**src/hdl/cpt_pkg.sv**
```systemverilog
// Shared widths, region codes and item types for the closest-point-on-triangle block.
package cpt_pkg;

  localparam int CW   = 24;          // coordinate field width
  localparam int DIFW = CW + 1;      // vertex difference width
  localparam int DW   = 52;          // dot product width
  localparam int SW   = 27;          // multiplier split width
  localparam int NCH  = 4;           // chunks in a weight word
  localparam int VW   = SW * NCH;    // weight and 2x2 determinant width
  localparam int DENW = VW + 2;      // divisor width
  localparam int NW   = 136;         // numerator width
  localparam int QB   = 26;          // quotient bits kept before saturation

  localparam logic [2:0] RGN_A    = 3'd0;
  localparam logic [2:0] RGN_B    = 3'd1;
  localparam logic [2:0] RGN_AB   = 3'd2;
  localparam logic [2:0] RGN_C    = 3'd3;
  localparam logic [2:0] RGN_AC   = 3'd4;
  localparam logic [2:0] RGN_BC   = 3'd5;
  localparam logic [2:0] RGN_FACE = 3'd6;

  typedef logic [2:0][CW-1:0]   cvec_t;
  typedef logic [2:0][DIFW-1:0] dvec_t;

  // Work handed from the classifier to the projection unit.
  typedef struct packed {
    cvec_t                   base;
    dvec_t                   e1;
    dvec_t                   e2;
    logic signed [VW-1:0]    w1;
    logic signed [VW-1:0]    w2;
    logic signed [DENW-1:0]  den;
    logic                    direct;
    logic [2:0]              region;
    logic                    degen;
  } job_t;

endpackage

```
**src/hdl/cpt_queue.sv**
```systemverilog
// Two-entry queue that decouples the classifier from the projection unit.
module cpt_queue import cpt_pkg::*; (
  input  logic clk,
  input  logic rst,
  input  logic push,
  input  job_t wdata,
  output logic wready,
  output logic rvalid,
  output job_t rdata,
  input  logic pop
);

  job_t       slot [2];
  logic       wp, rp;
  logic [1:0] cnt;

  assign wready = (cnt != 2'd2);
  assign rvalid = (cnt != 2'd0);
  assign rdata  = slot[rp];

  always_ff @(posedge clk) begin
    if (rst) begin
      wp  <= 1'b0;
      rp  <= 1'b0;
      cnt <= 2'd0;
    end else begin
      if (push) wp <= ~wp;
      if (pop)  rp <= ~rp;
      cnt <= cnt + 2'(push) - 2'(pop);
    end
  end

  always_ff @(posedge clk) begin
    if (push) slot[wp] <= wdata;
  end

endmodule

```
**config.mk**
```make
export PLATFORM = sky130hd
export DESIGN_NAME = cpt_queue
export DESIGN_NICKNAME = d
export VERILOG_FILES = /design/src/hdl/cpt_pkg.sv /design/src/hdl/cpt_queue.sv
export SDC_FILE = /design/constraint.sdc
export NUM_CORES = 1
export LEC_CHECK = 0
export ABC_AREA = 1
export BUFFER_PORTS_ARGS = -buffer_cell sky130_fd_sc_hd__buf_2
export CORE_AREA = 10 10 427 429
export CTS_BUF_LIST = sky130_fd_sc_hd__clkbuf_2
export CTS_CLUSTER_SIZE = 28
export DETAILED_ROUTE_END_ITERATION = 8
export DIE_AREA = 0 0 437 439
export GPL_TIMING_DRIVEN = 0
export SETUP_SLACK_MARGIN = 0.1
export SYNTH_ARGS = -nofsm -noshare
export SYNTH_HDL_FRONTEND = slang
export SYNTH_SLANG_ARGS = --single-unit
```
**constraint.sdc**
```tcl
create_clock -name clk -period 33.8 [get_ports clk]
set_input_delay 3.38 -clock clk [delete_from_list [all_inputs] [get_ports clk]]
set_output_delay 3.38 -clock clk [all_outputs]
set_load 0.03 [all_outputs]
```
### Yosys cells after proc, flatten, opt, wreduce, memory -nomap -nowiden

Memory sizes are Yosys's and may differ from the RTL's. A register that Yosys moved wholly into a read port is not among the register bits.
Index checks and enable logic that the tools add are counted.

* bits in registers: 4
* memory bits (writable): 1106
* output and inout port bits: 555
* word-level logic and storage cells: 14
* memories: 1

Memory list
* slot: words 2, bits a word 553, rd ports 1, clocked after Yosys merged registers in 1, wr ports 1, RTL line cpt_queue.sv:13 `job_t slot [2];`

* $add $sub $neg: 2
* eq/ne operators: 1
* mux-type cells: 4
* bitwise operators: 2
* reductions and logical operators: 1

Operator list (number)
* $mux 1: 4
* $add 2x1->2: 1
* $ne 2x2->1 const B: 1
* $not 1->1: 2
* $reduce_bool 2->1: 1
* $sub 2x1->2: 1

### Logic depth before layout (Yosys ltp)

Gate-level depths: netlist of run 1.

* depth after elaboration: 3
* depth in mapped cells: 9
* mapped depth without buffers: 9

### Worst setup path after synthesis of run 1

No wires, ideal clock.

* path type: input to register
* start: in push
* end: mem slot[0][0] (netlist bit), enable pin
* library setup time: 1499 ps
* data arrival time: 26503 ps
* path slack: 5798 ps
* stages on the path: 2
* path buffers: 0
* cells stage by stage: inv_1 nor2_1

* cells in the longest elaborated chain, start to end: 2

Ends and longest elaborated chain
* start: declaration: RTL line cpt_queue.sv:5 `input logic push,`
* $mux 1: RTL line cpt_queue.sv:34 `if (push) slot[wp] <= wdata;`
* $mux 1 (not written as such): RTL line cpt_queue.sv:34
* end: declaration: RTL line cpt_queue.sv:13

Every way passes these cells.

==> impl_metrics.env, run 1 <==
export IMPL_cts_tree="done"
export IMPL_p_int_mw=2.16
export IMPL_cts_resized=0
export IMPL_path_class="flip-flop to output pin"
export IMPL_status="finished, final reports clean"
export IMPL_min_period_over_period_pct=20.6
export IMPL_vias=23000
export IMPL_yosys_area_share_simple_pct=0.135
export IMPL_setup_ws_ps=26840
export IMPL_grt_max_degree=123
export IMPL_area_growth_pct=29.2
export IMPL_synth_area_mux_share_pct=16.9
export IMPL_reg2reg_slack_ps=30940
export IMPL_pre_cts_slack_ps=27760
export IMPL_endpoint_kind="output pin"
export IMPL_fp_coreArea_sq_um=173000
export IMPL_synth_top_area_share_pct=81.5
export IMPL_grt_met3_usage_pct=6.57
export IMPL_startpoint_type="flip-flop"
export IMPL_syn_inst=1752
export IMPL_firstDrtPassIters=7
export IMPL_whs_ps=533
export IMPL_place_gp_congestion=0.869
export IMPL_clockBufferDepth=4
export IMPL_required_ps=30420
export IMPL_finalCriticalPeriod_ps=6960
export IMPL_hpwl_microns=107000
export IMPL_first_global_vias=24400
export IMPL_yosysTopAreaCell="edfxtp_1"
export IMPL_root_buffer="clkbuf_2"
export IMPL_io_buffers=1111
export IMPL_drtIter0Drc=1244
export IMPL_pwr_share_clk_pct=31.0
export IMPL_h_tree_depth=5
export IMPL_gr_usage_met2_pct=23.8
export IMPL_worst_path_max_fanout=10
export IMPL_leakage_nw=20.3
export IMPL_ys_seq_elements=1111
export IMPL_powerDensity_nw_per_um2=57.9
export IMPL_die_w_microns=437
export IMPL_fillers=17400
export IMPL_synth_compound_area_share_pct=0.0123
export IMPL_fin_setup_tns_ps=0
export IMPL_p_switching_uw=889
export IMPL_synth_xor_area_share_pct=0.0215
export IMPL_critPathArrivalTime_ps=3580
export IMPL_final_hold_violation_count=0
export IMPL_syn_area_sq_um=40700
export IMPL_skew_ps=123
export IMPL_met1_usage_pct=13.6
export IMPL_final_antenna_net_count=0
export IMPL_yosysSeqAreaShare_pct=81.8
export IMPL_routed_wl_microns=138000
export IMPL_seqPwrFrac_pct=52.8
export IMPL_synthAdderAreaFrac_pct=0.0614
export IMPL_cts_inserted_buffers=315
export IMPL_busiest_layer="met2"
export IMPL_cts_clk_slew_worst_paths_ps=70
export IMPL_ios=1112
export IMPL_ys_types=14
export IMPL_cts_hold_buf=0
export IMPL_synth_warnings=0
export IMPL_row_count=153
export IMPL_drv_slew=0
export IMPL_reg2reg_from="wp$_SDFFE_PP0P_"
export IMPL_die_h_microns=439
export IMPL_max_freq_ghz=0.144
export IMPL_grt_pass1_wl_microns=184000
export IMPL_clock_latency_ps=1630
export IMPL_reg2reg_to="slot[1][523]$_DFFE_PP_"
export IMPL_syn_num_nets=2311
export IMPL_worst_slew_pin_slew_ps=1030
export IMPL_antenna_found_initial=86
export IMPL_swShare_pct=29.2
export IMPL_rsz0062_at_grt="false"
export IMPL_hp_start="rp$_SDFFE_PP0P_"
export IMPL_min_to="rp$_SDFFE_PP0P_"
export IMPL_relSlewSlack_pct=31.5
export IMPL_hold_depth=2
export IMPL_grt_usage_pct=13.6
export IMPL_start_util_pct=23.5
export IMPL_grt_overflow_total=0
export IMPL_die_area_sq_um=192000
export IMPL_cts_sinks=1111
export IMPL_p_total_mw=3.05
export IMPL_synth_top_family_by_area="multiplexers"
export IMPL_setup_violations=0
export IMPL_vias_per_cell=3.99
export IMPL_drive_gt1_share_pct=65.9
export IMPL_syn_area_per_cell_sq_um=23.3
export IMPL_comb_power_share_pct=16.2
export IMPL_synthTopCellsByArea="edfxtp_1, mux2_2, mux2_4"
export IMPL_r2r_cells=5
export IMPL_drc=0
export IMPL_max_vdd_ir_drop_v=0.0000333
export IMPL_cap_viol_max_count=0
export IMPL_hold_class="flip-flop to flip-flop"
export IMPL_routedWlPerCell_microns=24.0
export IMPL_fin_nets=3768
export IMPL_postCtsSetupBuffers=0
kinds of logic (layout without fill, tap and decap cells):
group / after synthesis / count (layout)
muxes: 553 / 553
buffers and inverters: 70 / 1722
DFF: 1111 / 1111
xor gates and xnor gates: 1 / 1
AOI/OAI and AO/OA: 1 / 1
and+or+nand+nor: 14 / 14
other: 0 / 33
adders and majority gates: 2 / 2
cell usage after synthesis, drive strengths merged:
cell type	number
a21oi	1
buf	62
dfxtp	5
edfxtp	1106
ha	2
inv	8
mux2	553
nand2	6
nand3	1
nor2	6
nor3	1
xnor2	1
state kept, by name (all words and copies together) (netlist names), named ones only:
register / cells
slot: 1106
wp: 1
cnt: 2
rp: 1
metrics by stage:
step                      cell area (sq um)  cells  util [%]
after floorplan                       40700   1752         -
after global placement                49200   5188      28.4
after detailed placement              49900   5217      28.8
after CTS                             52500   5729      30.3
after global routing                  52600   5751      30.3
final                                 52600   5762      30.3
cell type report:
type                            count  area [sq um]  share of cell area (%)
Sequential cell                  1111         33300                    63.3
Multi-Input combinational cell    571          6970                    13.2
Timing Repair Buffer             1140          6230                    11.8
Tap cell                         2325          2910                    5.53
Clock buffer                      461          2310                    4.38
Buffer                             62           435                   0.827
Clock inverter                     51           340                   0.647
Antenna cell                       33          82.6                   0.157
Inverter                            8          37.5                  0.0713
worst max path at each step:
stage / slack, ps / end / startpoint
after detailed placement: 27760 / slot[1][517]$_DFFE_PP_ / push
after global placement: -11400 / slot[0][22]$_DFFE_PP_ / push
after global routing: 26240 / rdata[293] / flip-flop
after floorplan: 5800 / slot[0][0]$_DFFE_PP_ / push
after CTS: 26070 / rdata[293] / flip-flop
final: 26840 / rdata[293] / flip-flop
worst max-delay path, stage by stage, from the launching register on:
cell and delay (ps):
dfxtp_1 310, buf_2 120, buf_2 360, buf_2 560
mux2_2 450, buf_2 210
cell usage in the layout (no fill, tap or decap), drive strengths merged:
cell         n
buf       1202
edfxtp    1106
mux2       553
clkbuf     461
clkinv      37
diode       33
inv         16
nand2        6
nor2         6
dfxtp        5
bufinv       5
ha           2
xnor2        1
nor3         1
a21oi        1
nand3        1
clkinvlp     1
power by group through the flow:
stage	combinational [mW]	sequential [mW]	clock, mW
3_5_place_dp	0.505	1.64	0
5_1_grt	0.519	1.62	1.07
4_1_cts	0.506	1.61	1.00
6_report	0.493	1.61	0.945
2_1_floorplan	0.299	1.69	0
3_3_place_gp	0.489	1.73	0
per-layer routing:
metal  share of wire, %  routed length (microns)
met1                 34                    47000
met2                 52                    71600
met3                9.9                    13600
met4                3.9                     5330
met5               0.43                      590
Note: power is estimated with default switching activity, not from simulation.
==> inputs of run 2 (changes only) <==
==> constraint.sdc (replaced) <==
create_clock -name clk -period 6.7 [get_ports clk]
set_input_delay 0.67 -clock clk [delete_from_list [all_inputs] [get_ports clk]]
set_output_delay 0.67 -clock clk [all_outputs]
set_load 0.03 [all_outputs]
==> impl_metrics.env, run 2 <==
export IMPL_postCtsSetupBuffers=0
export IMPL_ios=1112
export IMPL_synth_common_cells="edfxtp_1, mux2_2, mux2_4"
export IMPL_synth_top_area_share_pct=81.5
export IMPL_die_h_microns=439
export IMPL_error_line="[ERROR RSZ-0060] Max buffer count reached."
export IMPL_yosysTopAreaCell="edfxtp_1"
export IMPL_clockBufferDepth=4
export IMPL_cts_hold_buf=1146
export IMPL_ys_seq_elements=1111
export IMPL_status="aborted with a tool error"
export IMPL_ys_flop_type="edfxtp_1"
export IMPL_synth_most_common_cell="edfxtp_1"
export IMPL_synthArstFlopShare_pct=0
export IMPL_syn_num_nets=2311
export IMPL_syn_area_sq_um=40700
export IMPL_hpwl_microns=109000
export IMPL_start_util_pct=23.5
export IMPL_io_buffers=1111
export IMPL_synth_edf_count=1106
export IMPL_postPlaceCellArea_sq_um=50000
export IMPL_cts_sinks=1111
export IMPL_synth_warnings=0
export IMPL_place_gp_congestion=0.870
export IMPL_row_count=153
export IMPL_h_tree_depth=5
export IMPL_cts_inserted_buffers=316
export IMPL_failed_stage="clock tree synthesis"
export IMPL_die_w_microns=437
export IMPL_syn_area_per_cell_sq_um=23.3
export IMPL_synthTopCellsByArea="edfxtp_1, mux2_2, mux2_4"
export IMPL_yosysSeqAreaShare_pct=81.8
export IMPL_syn_inst=1752
export IMPL_cts_resized=0
export IMPL_ys_types=14
export IMPL_root_buffer="clkbuf_2"
-- run 2: cell counts after synthesis --
No cell type changed its count.
-- run 2: cells by family after synthesis --
group | after synthesis | share of synthesized area (%)
AO/OA/AOI/OAI | 1 | 0.0123
XOR/XNOR | 1 | 0.0215
adder cells (fa/ha/maj) | 2 | 0.0614
buffers and inverters | 70 | 1.14
flip-flops | 1111 | 81.8
multiplexers | 553 | 16.9
AND/OR/NAND/NOR | 14 | 0.135
-- run 2: per-stage QoR --
stage	hold WS (ps)	std cells	util [%]	TNS [ps]	setup slack [ps]
detailed placement	504	5227	28.9	0	3570
global placement	503	5188	28.4	-9644580	-9240
floorplan	480	1752	-	-2938210	-2740
==> inputs of run 3 (changes only) <==
==> config.mk (replaced) <==
export PLATFORM = sky130hd
export DESIGN_NAME = cpt_queue
export DESIGN_NICKNAME = d
export VERILOG_FILES = /design/src/hdl/cpt_pkg.sv /design/src/hdl/cpt_queue.sv
export SDC_FILE = /design/constraint.sdc
export NUM_CORES = 1
export LEC_CHECK = 0
export ABC_AREA = 1
export BUFFER_PORTS_ARGS = -buffer_cell sky130_fd_sc_hd__buf_2
export CORE_AREA = 10 10 428 430
export DETAILED_ROUTE_END_ITERATION = 8
export DIE_AREA = 0 0 438 440
export GPL_TIMING_DRIVEN = 0
export PLACE_DENSITY_LB_ADDON = 0.15
export SYNTH_ARGS = -nofsm -noshare
export SYNTH_HDL_FRONTEND = slang
export SYNTH_SLANG_ARGS = --single-unit
==> impl_metrics.env, run 3 (synthesis gave the netlist of run 1 again) <==
export IMPL_mostFrequentLayoutCells="buf_2, edfxtp_1, dlygate4sd3_1"
export IMPL_reg2reg_slack_ps=3960
export IMPL_fin_nets=4062
export IMPL_vias=23300
export IMPL_clock_latency_ps=770
export IMPL_cts_resized=0
export IMPL_grt_overflow_total=0
export IMPL_startpoint_type="flip-flop"
export IMPL_max_vdd_ir_drop_v=0.000246
export IMPL_drive_gt1_share_pct=53.9
export IMPL_fp_coreArea_sq_um=175000
export IMPL_path_class="flip-flop to output pin"
export IMPL_critPathArrivalTime_ps=2710
export IMPL_die_h_microns=440
export IMPL_routedWlPerCell_microns=23.0
export IMPL_die_area_sq_um=193000
export IMPL_finalCriticalPeriod_ps=3380
export IMPL_whs_ps=100
export IMPL_rsz0062_at_grt="false"
export IMPL_postLayoutCoreUtil_pct=33.7
export IMPL_drc=0
export IMPL_worst_path_max_fanout=10
export IMPL_cts_inserted_buffers=132
export IMPL_largest_register_ffs=1106
export IMPL_p_total_mw=17.6
export IMPL_final_antenna_net_count=0
export IMPL_hold_depth=1
export IMPL_max_freq_ghz=0.295
export IMPL_reg2reg_from="wp$_SDFFE_PP0P_"
export IMPL_setup_ws_ps=3320
export IMPL_status="finished, final reports clean"
export IMPL_reg2reg_to="slot[1][515]$_DFFE_PP_"
export IMPL_row_count=154
export IMPL_mostFrequentLayoutCell="buf_2"
export IMPL_powerDensity_nw_per_um2=298
export IMPL_placed_cells=5247
export IMPL_cap_viol_max_count=0
export IMPL_grt_max_degree=36
export IMPL_root_buffer="clkbuf_16"
export IMPL_required_ps=6030
export IMPL_postCtsSetupBuffers=0
export IMPL_min_period_over_period_pct=50.5
export IMPL_antenna_found_initial=48
export IMPL_grt_usage_pct=13.6
export IMPL_drv_slew=0
export IMPL_relSlewSlack_pct=59.4
export IMPL_place_gp_congestion=0.782
export IMPL_top_regs="slot (1106), cnt (2)"
export IMPL_pre_cts_slack_ps=3320
export IMPL_finalNonFillerCells=5967
export IMPL_postPlaceCellArea_sq_um=50200
export IMPL_first_global_vias=25300
export IMPL_hold_class="input pin to flip-flop"
export IMPL_grt_pass1_wl_microns=188000
export IMPL_ios=1112
export IMPL_die_w_microns=438
export IMPL_setup_violations=0
export IMPL_firstDrtPassIters=5
export IMPL_drtIter0Drc=996
export IMPL_skew_ps=16.8
export IMPL_endpoint_kind="output pin"
export IMPL_cts_tree="done"
export IMPL_worst_slew_pin_slew_ps=608
export IMPL_hp_start="wdata[110]"
export IMPL_hpwl_microns=105000
export IMPL_cts_sinks=1111
export IMPL_r2r_cells=8
export IMPL_fin_setup_tns_ps=0
export IMPL_final_hold_violation_count=0
export IMPL_vias_per_cell=3.90
export IMPL_top_register="slot"
export IMPL_min_to="slot[1][110]$_DFFE_PP_"
export IMPL_h_tree_depth=4
export IMPL_io_buffers=1111
export IMPL_cts_clk_slew_worst_paths_ps=60
export IMPL_routed_wl_microns=137000
export IMPL_clockBufferDepth=3
export IMPL_leakage_nw=22.2
export IMPL_final_area_sq_um=58900
export IMPL_area_growth_pct=44.5
export IMPL_start_util_pct=23.3
run 3: worst max-delay path by stage:
stage | startpoint | depth (start not counted) | endpoint
after floorplan | push | 2 | slot[1][0]$_DFFE_PP_
after global placement | push | 3 | slot[1][542]$_DFFE_PP_
after detailed placement | push | 9 | slot[0][281]$_DFFE_PP_
after CTS | flip-flop | 5 | rdata[160]
after global routing | flip-flop | 5 | rdata[158]
final | flip-flop | 5 | rdata[160]
run 3: worst max-delay path, cell delays in order (launching register included):
cell	delay, ps
dfxtp_1	300
buf_2	190
buf_2	410
buf_2	440
mux2_2	380
buf_2	210
run 3: report_power, final:
| part | internal, mW | leakage (nW) | switching (mW) | total (mW) |
|---|---|---|---|---|
| Combinational | 1.04 | 9.80 | 1.70 | 2.73 |
| Clock | 3.85 | 1.93 | 2.85 | 6.70 |
| Sequential | 8.06 | 10.4 | 0.0687 | 8.13 |
| Total | 13.0 | 22.2 | 4.61 | 17.6 |
run 3: cell type report:
type                       instances  area [sq um]
timing repair buffer            1617         11100
clock inverter                    62           569
multi-input combinational        571          6980
fill                           17300        116000
antenna                           31          77.6
inverter                           8          46.3
clock buffer                     165          3450
tap                             2340          2930
sequential                      1111         33300
buffer                            62           435
run 3: per-layer routing:
metal | vias up | part of all wire [%] | track usage (%)
li1 | 10600 | - | -
met1 | 11700 | 37 | 14.3
met3 | 212 | 7.1 | 4.87
met5 | - | 0.044 | 0
met4 | 10 | 3.5 | 5.49
met2 | 716 | 53 | 24.6
run 3: repair_timing:
item                                    CTS  global route
endpoints found under the setup margin    0             0
hold buffers                            462             0
hold endpoints to repair                913             0
